### src/hdl/hbc_pkg.sv
// Shared constants, types and helper functions of the block cache tag engine.
// Used by hbc_store, hbc_cmp, the top level and the checker; depends on nothing.
package hbc_pkg;

  // Geometry of the cache.
  localparam int ENTRIES  = 32;
  localparam int BUCKETS  = 13;
  localparam int IDX_W    = $clog2(ENTRIES);
  localparam int RANK_W   = IDX_W;

  // Field widths.
  localparam int DEV_W    = 8;
  localparam int BLK_W    = 24;
  localparam int REFS_W   = 8;
  localparam int STAMP_W  = 32;
  localparam int BUCKET_W = 4;
  localparam int SLOT_W   = 5;
  localparam int CMD_W    = 2;
  localparam int STAT_W   = 2;

  // The bucket hash consumes the block number one nibble per cycle.
  localparam int NIB_W    = 4;
  localparam int NIBBLES  = BLK_W / NIB_W;
  localparam int HCNT_W   = $clog2(NIBBLES);
  localparam int MOD_W    = BUCKET_W + NIB_W;

  localparam logic [REFS_W-1:0] REFS_MAX = '1;

  typedef enum logic [CMD_W-1:0] {
    CMD_GET     = 2'd0,
    CMD_RELEASE = 2'd1,
    CMD_PIN     = 2'd2,
    CMD_UNPIN   = 2'd3
  } cmd_t;

  localparam logic [STAT_W-1:0] STAT_OK     = 2'd0;
  localparam logic [STAT_W-1:0] STAT_NOFREE = 2'd1;
  localparam logic [STAT_W-1:0] STAT_REFERR = 2'd2;

  typedef enum logic [2:0] {
    ST_IDLE,
    ST_HASH,
    ST_SCAN,
    ST_UPD,
    ST_TOUCH,
    ST_DONE
  } state_t;

  // One tag entry as held in the store.
  typedef struct packed {
    logic [DEV_W-1:0]    device;
    logic [BLK_W-1:0]    block;
    logic [REFS_W-1:0]   refs;
    logic [STAMP_W-1:0]  stamp;
    logic                filled;
    logic [BUCKET_W-1:0] bucket;
    logic [RANK_W-1:0]   rank;
  } entry_t;

  // Write request into the store: one entry plus an optional list move.
  typedef struct packed {
    logic                en;
    logic [IDX_W-1:0]    idx;
    logic                set_tag;
    logic [DEV_W-1:0]    device;
    logic [BLK_W-1:0]    block;
    logic                set_refs;
    logic [REFS_W-1:0]   refs;
    logic                set_stamp;
    logic [STAMP_W-1:0]  stamp;
    logic                set_filled;
    logic                move;
    logic [BUCKET_W-1:0] bucket;
    logic [RANK_W-1:0]   old_rank;
  } wr_t;

  // Best candidate seen so far during a scan.
  typedef struct packed {
    logic                found;
    logic [STAMP_W-1:0]  stamp;
    logic [BUCKET_W-1:0] bucket;
    logic [RANK_W-1:0]   rank;
  } best_t;

  // Verdict of the compare unit for the entry under the scan pointer.
  typedef struct packed {
    logic hit_better;
    logic own_better;
    logic steal_better;
  } cmp_t;

  // One step of the bucket hash: (16 * r + nib) mod BUCKETS, with r < BUCKETS.
  // The input stays below 16 * BUCKETS, so a restoring subtract of 8, 4, 2
  // and 1 times BUCKETS leaves the remainder.
  function automatic logic [BUCKET_W-1:0] mod_step(input logic [BUCKET_W-1:0] r,
                                                   input logic [NIB_W-1:0] nib);
    logic [MOD_W-1:0] v;
    v = {r, nib};
    for (int k = NIB_W - 1; k >= 0; k--) begin
      if (v >= MOD_W'(BUCKETS << k)) begin
        v = v - MOD_W'(BUCKETS << k);
      end
    end
    return v[BUCKET_W-1:0];
  endfunction

endpackage

### src/hdl/hashed_block_cache_lru_top.sv
// Top level of the block cache tag engine: sequencer, bucket hash and the
// output register around hbc_store and the shared compare unit hbc_cmp.
// Depends on hbc_pkg, hbc_store and hbc_cmp.
//
//  Channel   Handshake            Payload
//  request   req_valid/req_stall  cmd, device, block_number, slot, now
//  result    rsp_valid/rsp_stall  slot_out, hit, need_read, status
//
// A get runs through the hash steps (one nibble of the block number each), the scan
// steps (one entry each through the single read port of the store and the compare
// unit), an update step and a load into the output register. Release, pin and
// unpin run a touch step and a load.
// Reset is synchronous and restores every entry to its initial tag and place.
// req_stall is high from acceptance until the result is loaded, so the next request
// is taken only after that load; a stalled result holds the block before that load.
module hashed_block_cache_lru_top (
  input  logic                         clk,
  input  logic                         rst,
  input  logic                         req_valid,
  output logic                         req_stall,
  input  logic [hbc_pkg::CMD_W-1:0]    cmd,
  input  logic [hbc_pkg::DEV_W-1:0]    device,
  input  logic [hbc_pkg::BLK_W-1:0]    block_number,
  input  logic [hbc_pkg::SLOT_W-1:0]   slot,
  input  logic [hbc_pkg::STAMP_W-1:0]  now,
  output logic                         rsp_valid,
  input  logic                         rsp_stall,
  output logic [hbc_pkg::SLOT_W-1:0]   slot_out,
  output logic                         hit,
  output logic                         need_read,
  output logic [hbc_pkg::STAT_W-1:0]   status
);

  hbc_pkg::state_t state;
  hbc_pkg::state_t state_next;

  // Request registers.
  hbc_pkg::cmd_t                  cmd_r;
  logic [hbc_pkg::DEV_W-1:0]      dev_r;
  logic [hbc_pkg::BLK_W-1:0]      blk_key;
  logic [hbc_pkg::BLK_W-1:0]      blk_sh;
  logic [hbc_pkg::SLOT_W-1:0]     slot_r;
  logic [hbc_pkg::STAMP_W-1:0]    now_r;

  // Sequencer counters and the hashed bucket.
  logic [hbc_pkg::HCNT_W-1:0]     hcnt;
  logic [hbc_pkg::IDX_W-1:0]      cnt;
  logic [hbc_pkg::BUCKET_W-1:0]   own;

  // Best candidates of the scan.
  hbc_pkg::best_t                 hit_best;
  hbc_pkg::best_t                 own_best;
  hbc_pkg::best_t                 st_best;
  logic [hbc_pkg::IDX_W-1:0]      hit_idx;
  logic [hbc_pkg::IDX_W-1:0]      own_idx;
  logic [hbc_pkg::IDX_W-1:0]      st_idx;
  logic [hbc_pkg::REFS_W-1:0]     hit_refs;
  logic                           hit_filled;

  // Result waiting for the output register.
  logic [hbc_pkg::SLOT_W-1:0]     res_slot;
  logic                           res_hit;
  logic                           res_read;
  logic [hbc_pkg::STAT_W-1:0]     res_status;

  logic [hbc_pkg::SLOT_W-1:0]     upd_slot;
  logic                           upd_hit;
  logic                           upd_read;
  logic [hbc_pkg::STAT_W-1:0]     upd_status;

  logic [hbc_pkg::IDX_W-1:0]      rd_idx;
  logic [hbc_pkg::IDX_W-1:0]      slot_idx;
  logic                           slot_ok;
  logic                           load_out;
  hbc_pkg::entry_t                rd;
  hbc_pkg::wr_t                   wr;
  hbc_pkg::cmp_t                  verdict;

  hbc_store u_store (
    .clk    (clk),
    .rst    (rst),
    .rd_idx (rd_idx),
    .wr     (wr),
    .rd     (rd)
  );

  hbc_cmp u_cmp (
    .ent      (rd),
    .own      (own),
    .device   (dev_r),
    .block    (blk_key),
    .hit_best (hit_best),
    .own_best (own_best),
    .st_best  (st_best),
    .res      (verdict)
  );

  assign slot_idx  = hbc_pkg::IDX_W'(slot_r);
  assign slot_ok   = 32'(slot_r) < 32'(hbc_pkg::ENTRIES);
  assign req_stall = (state != hbc_pkg::ST_IDLE);
  assign load_out  = (state == hbc_pkg::ST_DONE) && (!rsp_valid || !rsp_stall);

  // State register.
  always_ff @(posedge clk) begin
    if (rst) begin
      state <= hbc_pkg::ST_IDLE;
    end else begin
      state <= state_next;
    end
  end

  // Next state, store access and the result of the update step.
  always_comb begin
    state_next = state;
    rd_idx     = (state == hbc_pkg::ST_TOUCH) ? slot_idx : cnt;
    wr         = '0;
    upd_slot   = '0;
    upd_hit    = 1'b0;
    upd_read   = 1'b0;
    upd_status = hbc_pkg::STAT_OK;

    case (state)
      hbc_pkg::ST_IDLE: begin
        if (req_valid) begin
          state_next = (cmd == hbc_pkg::CMD_GET) ? hbc_pkg::ST_HASH : hbc_pkg::ST_TOUCH;
        end
      end

      hbc_pkg::ST_HASH: begin
        if (hcnt == hbc_pkg::HCNT_W'(hbc_pkg::NIBBLES - 1)) begin
          state_next = hbc_pkg::ST_SCAN;
        end
      end

      hbc_pkg::ST_SCAN: begin
        if (cnt == hbc_pkg::IDX_W'(hbc_pkg::ENTRIES - 1)) begin
          state_next = hbc_pkg::ST_UPD;
        end
      end

      // Get: a hit adds a reference, else an own-bucket or stolen entry is retagged.
      hbc_pkg::ST_UPD: begin
        state_next = hbc_pkg::ST_DONE;
        if (hit_best.found) begin
          upd_slot = hbc_pkg::SLOT_W'(hit_idx);
          upd_hit  = 1'b1;
          if (hit_refs == hbc_pkg::REFS_MAX) begin
            upd_status = hbc_pkg::STAT_REFERR;
          end else begin
            wr.en         = 1'b1;
            wr.idx        = hit_idx;
            wr.set_refs   = 1'b1;
            wr.refs       = hit_refs + 1'b1;
            wr.set_filled = 1'b1;
            upd_read      = !hit_filled;
          end
        end else if (own_best.found || st_best.found) begin
          wr.en         = 1'b1;
          wr.idx        = own_best.found ? own_idx : st_idx;
          wr.set_tag    = 1'b1;
          wr.device     = dev_r;
          wr.block      = blk_key;
          wr.set_refs   = 1'b1;
          wr.refs       = hbc_pkg::REFS_W'(1);
          wr.set_filled = 1'b1;
          wr.move       = !own_best.found;
          wr.bucket     = own;
          wr.old_rank   = st_best.rank;
          upd_slot      = hbc_pkg::SLOT_W'(wr.idx);
          upd_read      = 1'b1;
        end else begin
          upd_status = hbc_pkg::STAT_NOFREE;
        end
      end

      // Release, pin and unpin: read-modify-write of one reference count.
      hbc_pkg::ST_TOUCH: begin
        state_next = hbc_pkg::ST_DONE;
        upd_slot   = slot_r;
        wr.idx     = slot_idx;
        wr.stamp   = now_r;
        if (!slot_ok) begin
          upd_status = hbc_pkg::STAT_REFERR;
        end else if (cmd_r == hbc_pkg::CMD_PIN) begin
          if (rd.refs == hbc_pkg::REFS_MAX) begin
            upd_status = hbc_pkg::STAT_REFERR;
          end else begin
            wr.en       = 1'b1;
            wr.set_refs = 1'b1;
            wr.refs     = rd.refs + 1'b1;
          end
        end else if (rd.refs == '0) begin
          upd_status = hbc_pkg::STAT_REFERR;
        end else begin
          wr.en        = 1'b1;
          wr.set_refs  = 1'b1;
          wr.refs      = rd.refs - 1'b1;
          wr.set_stamp = (rd.refs == hbc_pkg::REFS_W'(1));
        end
      end

      hbc_pkg::ST_DONE: begin
        if (load_out) begin
          state_next = hbc_pkg::ST_IDLE;
        end
      end

      default: begin
        state_next = hbc_pkg::ST_IDLE;
      end
    endcase
  end

  // Candidate flags are control state and clear on reset and on each request.
  always_ff @(posedge clk) begin
    if (rst) begin
      hit_best <= '0;
      own_best <= '0;
      st_best  <= '0;
    end else if (state == hbc_pkg::ST_IDLE && req_valid) begin
      hit_best.found <= 1'b0;
      own_best.found <= 1'b0;
      st_best.found  <= 1'b0;
    end else if (state == hbc_pkg::ST_SCAN) begin
      if (verdict.hit_better) begin
        hit_best <= '{found: 1'b1, stamp: rd.stamp, bucket: rd.bucket, rank: rd.rank};
      end
      if (verdict.own_better) begin
        own_best <= '{found: 1'b1, stamp: rd.stamp, bucket: rd.bucket, rank: rd.rank};
      end
      if (verdict.steal_better) begin
        st_best <= '{found: 1'b1, stamp: rd.stamp, bucket: rd.bucket, rank: rd.rank};
      end
    end
  end

  // Datapath registers: request capture, hash, scan pointer and result.
  always_ff @(posedge clk) begin
    case (state)
      hbc_pkg::ST_IDLE: begin
        if (req_valid) begin
          cmd_r   <= hbc_pkg::cmd_t'(cmd);
          dev_r   <= device;
          blk_key <= block_number;
          blk_sh  <= block_number;
          slot_r  <= slot;
          now_r   <= now;
          hcnt    <= '0;
          cnt     <= '0;
          own     <= '0;
        end
      end

      // Bucket = block mod bucket count, most significant nibble first.
      hbc_pkg::ST_HASH: begin
        own    <= hbc_pkg::mod_step(own, blk_sh[hbc_pkg::BLK_W-1 -: hbc_pkg::NIB_W]);
        blk_sh <= blk_sh << hbc_pkg::NIB_W;
        hcnt   <= hcnt + 1'b1;
      end

      hbc_pkg::ST_SCAN: begin
        cnt <= cnt + 1'b1;
        if (verdict.hit_better) begin
          hit_idx    <= cnt;
          hit_refs   <= rd.refs;
          hit_filled <= rd.filled;
        end
        if (verdict.own_better) begin
          own_idx <= cnt;
        end
        if (verdict.steal_better) begin
          st_idx <= cnt;
        end
      end

      hbc_pkg::ST_UPD, hbc_pkg::ST_TOUCH: begin
        res_slot   <= upd_slot;
        res_hit    <= upd_hit;
        res_read   <= upd_read;
        res_status <= upd_status;
      end

      default: begin
      end
    endcase
  end

  // Output register: loads when empty or when its result is taken.
  always_ff @(posedge clk) begin
    if (rst) begin
      rsp_valid <= 1'b0;
    end else if (load_out) begin
      rsp_valid <= 1'b1;
    end else if (!rsp_stall) begin
      rsp_valid <= 1'b0;
    end
  end

  always_ff @(posedge clk) begin
    if (load_out) begin
      slot_out  <= res_slot;
      hit       <= res_hit;
      need_read <= res_read;
      status    <= res_status;
    end
  end

endmodule

### src/hdl/hbc_store.sv
// Tag store of the block cache: one register set per entry, one read port and
// one write port, plus the rank shift that moves a stolen entry to its list head.
// Depends on hbc_pkg.
module hbc_store (
  input  logic                     clk,
  input  logic                     rst,
  input  logic [hbc_pkg::IDX_W-1:0] rd_idx,
  input  hbc_pkg::wr_t             wr,
  output hbc_pkg::entry_t          rd
);

  hbc_pkg::entry_t entries [hbc_pkg::ENTRIES];

  // Each entry resets to an empty tag in bucket index mod bucket count.
  for (genvar g = 0; g < hbc_pkg::ENTRIES; g++) begin : g_entry
    localparam logic [hbc_pkg::BUCKET_W-1:0] RST_BKT =
      hbc_pkg::BUCKET_W'(g % hbc_pkg::BUCKETS);
    localparam logic [hbc_pkg::RANK_W-1:0] RST_RANK = hbc_pkg::RANK_W'(g);

    always_ff @(posedge clk) begin
      if (rst) begin
        entries[g].device <= '0;
        entries[g].block  <= '0;
        entries[g].refs   <= '0;
        entries[g].stamp  <= '0;
        entries[g].filled <= 1'b0;
        entries[g].bucket <= RST_BKT;
        entries[g].rank   <= RST_RANK;
      end else if (wr.en && wr.idx == hbc_pkg::IDX_W'(g)) begin
        if (wr.set_tag) begin
          entries[g].device <= wr.device;
          entries[g].block  <= wr.block;
        end
        if (wr.set_refs) begin
          entries[g].refs <= wr.refs;
        end
        if (wr.set_stamp) begin
          entries[g].stamp <= wr.stamp;
        end
        if (wr.set_filled) begin
          entries[g].filled <= 1'b1;
        end
        if (wr.move) begin
          entries[g].bucket <= wr.bucket;
          entries[g].rank   <= hbc_pkg::RANK_W'(hbc_pkg::ENTRIES - 1);
        end
      end else if (wr.en && wr.move && entries[g].rank > wr.old_rank) begin
        // Entries above the moved one close the gap it leaves.
        entries[g].rank <= entries[g].rank - 1'b1;
      end
    end
  end

  // Single read port.
  assign rd = entries[rd_idx];

endmodule

### src/hdl/hbc_cmp.sv
// Shared compare unit of the block cache scan: rates the entry under the scan
// pointer against the best hit, own-bucket victim and steal victim so far.
// Depends on hbc_pkg.
module hbc_cmp (
  input  hbc_pkg::entry_t               ent,
  input  logic [hbc_pkg::BUCKET_W-1:0]  own,
  input  logic [hbc_pkg::DEV_W-1:0]     device,
  input  logic [hbc_pkg::BLK_W-1:0]     block,
  input  hbc_pkg::best_t                hit_best,
  input  hbc_pkg::best_t                own_best,
  input  hbc_pkg::best_t                st_best,
  output hbc_pkg::cmp_t                 res
);

  logic own_match;
  logic tag_match;
  logic is_free;
  logic own_older;
  logic st_older;
  logic st_tie;

  always_comb begin
    own_match = (ent.bucket == own);
    tag_match = own_match && (ent.device == device) && (ent.block == block);
    is_free   = (ent.refs == '0);

    // Least stamp wins; ties go to the lowest rank in the own bucket.
    own_older = (ent.stamp < own_best.stamp) ||
                ((ent.stamp == own_best.stamp) && (ent.rank < own_best.rank));

    // Across buckets, ties go to the lowest bucket, then the lowest rank.
    st_tie   = (ent.bucket < st_best.bucket) ||
               ((ent.bucket == st_best.bucket) && (ent.rank < st_best.rank));
    st_older = (ent.stamp < st_best.stamp) ||
               ((ent.stamp == st_best.stamp) && st_tie);

    // A hit prefers the list head, which carries the highest rank.
    res.hit_better   = tag_match && (!hit_best.found || ent.rank > hit_best.rank);
    res.own_better   = own_match && is_free && (!own_best.found || own_older);
    res.steal_better = !own_match && is_free && (!st_best.found || st_older);
  end

endmodule

### config.mk
export PLATFORM = sky130hd
export DESIGN_NAME = hashed_block_cache_lru_top
export DESIGN_NICKNAME = d
export VERILOG_FILES = /design/src/hdl/hbc_pkg.sv /design/src/hdl/hashed_block_cache_lru_top.sv /design/src/hdl/hbc_store.sv /design/src/hdl/hbc_cmp.sv
export SDC_FILE = /design/constraint.sdc
export NUM_CORES = 2
export LEC_CHECK = 0
export BUFFER_PORTS_ARGS = -buffer_cell sky130_fd_sc_hd__buf_4
export CORE_UTILIZATION = 50
export CTS_CLUSTER_SIZE = 25
export DETAILED_ROUTE_END_ITERATION = 6
export GPL_ROUTABILITY_DRIVEN = 0
export PLACE_DENSITY_LB_ADDON = 0.3
export SLEW_MARGIN = 20
export SYNTH_ARGS = -nofsm -noshare
export SYNTH_HDL_FRONTEND = slang
export SYNTH_SLANG_ARGS = --single-unit
### constraint.sdc
create_clock -name clk -period 15.8 [get_ports clk]
set_input_delay 1.58 -clock clk [delete_from_list [all_inputs] [get_ports clk]]
set_output_delay 1.58 -clock clk [all_outputs]
set_load 0.1 [all_outputs]
==> metrics.md <==
| Metric | Value |
|---|---|
| Status | `complete, but fails checks` |
| Failing checks | `design-rule violations` |
| Post-Syn Instances | `around 13000` |
| CTS Buf Count | `a little over 300` |
| Cell area after synthesis | `0.1369 mm^2` |
| Post-synth top cells | `2773 x edfxtp_1, 2663 x nor2_1, 2184 x nand2_1, 644 x nand3_1, 555 x clkbuf_1` |
| P&R area growth vs syn | `9.218%` |
| Vias in the first global route | `a little over 100k` |
| R2R Path Start | `state[1]` |
| WP data required | `16.49 ns` |
| Total power | `27.20 mW` |
| Crit path kind | `reg2reg` |
| Via density | `6.655` |
| First-pass GRT wire length | `between 600000 and 700000 um` |
| TNS Setup | `0 ns` |
| CP startpoint kind | `flop` |
| Routed wire length per instance | `a little over 30 um` |
| Clk pin slew, worst setup/hold paths | `~0.06 ns` |
| Row count | `between 150 and 200` |
| Sequential share of power | `32.8%` |
| Longest Clk Path Bufs | `4` |
| Fillcell total | `between 20000 and 25000` |
| Via count | `between 100k and 150k` |
| Hold Path Class | `reg2reg` |
| CTS tree | `yes` |
| Critical path arrival | `around 10 ns` |
| DRT antenna net count | `0` |
| Pin count of the biggest net entering global routing | `between 150 and 200` |
| Seq/Total Area, Yosys | `~62%` |
| # hold bufs at CTS | `0` |
| DRT iter0 DRCs | `17970` |
| Top-area cell type share of the netlist area | `60.80%` |
| Post-CTS setup buffers | `0` |
| EDFF count, synth | `between 2000 and 3000` |
| Top post-synthesis cells by area | `edfxtp_1 61%, nor2_1 7.3%, nand2_1 6.0%` |
| Asr flop ratio synth | `0%` |
| Yosys top cell by area | `edfxtp_1` |
| Top_reg_cell synth | `edfxtp_1` |
| Final core utilization | `between 50 and 60%` |
| Synth unique cells | `99` |
| Hold path start | `res_slot[2]` |
| Reg2reg end | `st_best[21]` |
| I/O pin count | `86` |
| VDD IR max | `roughly 0.17 mV` |
| YS warnings | `0` |
| # DRC | `44` |
| LEAKAGE | `a little over 50 nW` |
| Clock insertion delay at the later pin of the skew report | `0.93 ns` |
| Period utilisation layout | `between 60% and 70%` |
| Share of layout cells above drive strength 1 | `approximately 8.3%` |
| Hold Path Cell Cnt | `0` |
| Worst-path fanout max | `102` |
| Initial antenna violation count | `16` |
| PD cells | `roughly 180 mW/mm^2` |
| Final setup vio count | `0` |
| Count leader, synth | `edfxtp_1` |
| Gate power share | `a little over two fifths` |
| Die area | `between 0.2 and 0.3 mm^2` |
| Final hold vios | `0` |
| Grt ovf | `0` |
| Slew HR | `about 15%` |
| R2r setup slk | `between 6 and 7 ns` |
| Clock period minus final worst setup slack | `9.767 ns` |
| Die Wd | `525.4 um` |
| Worst-case reg-to-reg path depth | `24` |
| Critical path capture point type | `flop` |
| Syn_nets | `roughly 13000` |
| Sw frac | `a little over two fifths` |
| RSZ-0062 raised after global routing | `false` |
| Fin. max-slew vios | `0` |
| Hpwl dp | `280600 um` |
| Clock sink count | `2863` |
| Clock Power Share | `25.2%` |
| F_max | `102.4 MHz` |
| H-tree Lvls | `5` |
| All-layer global routing usage | `34.45%` |
| CTS Root Cell | `clkbuf_16` |
| IO buf count | `85` |
| Net Sw Power | `between 10 and 15 mW` |
| CTS resizes | `0` |
| Die height | `525.4 um` |
| Setup Skew | `0.08878 ns` |
| Multi-input logic area | `between 0.04 and 0.05 mm^2` |
| Synthesized area per cell | `10.81 um^2` |
| Worst Hold Path EP | `slot_out[2]` |
| Core Region | `0.2715 mm^2` |
| Slew at the pin closest to its max-slew limit | `1.281 ns` |
| Final Net Count | `between 10000 and 15000` |
| Max Cap Viol | `0` |
| Starting Density | `between 50% and 60%` |
| Sequential cell area | `~0.085 mm^2` |
| Drt pass-1 iters | `7` |
| Internal power | `15.56 mW` |
| Total of flip-flops plus latches after synthesis | `between 2000 and 3000` |
| Routed wire length | `about 490000 um` |
-- power by group through the flow --
stage | Clock [mW] | Combinational (mW) | Sequential (mW)
2_1_floorplan | 0 | 6.86 | 8.98
3_3_place_gp | 0 | 10.6 | 9.05
3_5_place_dp | 0 | 10.8 | 9.07
4_1_cts | 6.86 | 10.8 | 8.91
5_1_grt | 7.14 | 11.7 | 8.95
6_report | 6.86 | 11.4 | 8.93
-- stage by stage --
step | area [um^2] | setup WS [ns] | std cells | hold WS (ns)
after floorplan | 136900 | 9.474 | 12670 | 0.4003
after global placement | 140000 | 6.735 | 15490 | 0.4095
after detailed placement | 140100 | 6.541 | 15490 | 0.4102
after CTS | 149400 | 6.492 | 16030 | 0.4283
after global routing | 149500 | 5.756 | 16030 | 0.4278
final | 149600 | 6.033 | 16050 | 0.4258
-- metal layers --
| layer | share of wire (%) | track usage, % | up-vias |
|---|---|---|---|
| met5 | 0.018 | 0 | - |
| met4 | 6.6 | 19.27 | 14 |
| met2 | 42 | 50.62 | 9169 |
| met3 | 16 | 11.49 | 1838 |
| met1 | 35 | 44.79 | 51730 |
| li1 | - | - | 44030 |
-- logic make-up (layout without fill, tap and decap cells) --
kind of cell,after synthesis,after routing,share of synthesized area [%]
other,0,15,0
DFF,2863,2863,62.12
AOI/OAI and AO/OA,1631,1631,8.597
adders and majority gates,284,284,2.595
xor gates and xnor gates,145,145,0.9273
muxes,406,406,3.293
buffers and inverters,1349,1146,4.530
and+or+nand+nor,5987,5987,17.94
-- state kept, by name, indices dropped and copies added (netlist names), 6 cells and up --
register,count
own_best,38
hit_best,6
hit_refs,8
u_store.entries,2624
now_r,32
blk_key,24
st_best,42
dev_r,8
blk_sh,24
-- layout by cell type, fill, tap and decap left out, types with 100 or more instances in the layout --
cell type / n
and3_1: 143
nor2_1: 2633
edfxtp_1: 2773
inv_1: 243
nand3_1: 644
a21oi_1: 280
a211oi_1: 236
nand2_1: 2084
buf_4: 341
clkbuf_16: 313
a31oi_1: 125
a311oi_1: 213
xnor2_1: 100
ha_1: 284
o21ai_0: 132
mux2i_1: 360
-- worst max-delay path: stages, from the launching register on --
cell and delay [ns]:
dfxtp_1 0.69, or3b_4 0.61, buf_4 0.64, mux2i_4 0.36
buf_12 0.60, buf_4 0.82, buf_12 0.50, a311oi_1 0.10
a311oi_1 0.37, a211oi_1 0.17, a21oi_1 0.75, inv_1 0.25
ha_1 0.36, nand4_1 0.12, nor2_1 0.05, a211o_1 0.27
a21o_1 0.18, a21o_1 0.18, a21o_1 0.18, a221oi_1 0.27
o221ai_1 0.32, a311oi_4 0.53, buf_4 0.63, mux2i_1 0.27
nor2_1 0.06
-- worst max path at each step --
stage	start	to	slack [ns]	cells past startpoint
floorplan	state[0]	st_best[7]	9.47	32
global placement	state[1]	st_best[31]	6.74	23
detailed placement	state[1]	st_best[10]	6.54	24
CTS	state[1]	st_best[21]	6.49	24
global route	state[1]	st_best[33]	5.76	24
finish	state[1]	st_best[21]	6.03	24
-- cell type report --
type	instances	share of cell area, %
sequential	2863	56.88
multi-input combinational	8453	31.38
clock buffer	399	5.493
tap	3570	2.986
timing repair buffer	356	1.906
clock inverter	144	0.7119
inverter	247	0.6249
antenna	15	0.02510
Note: power is estimated with default switching activity, not from simulation.
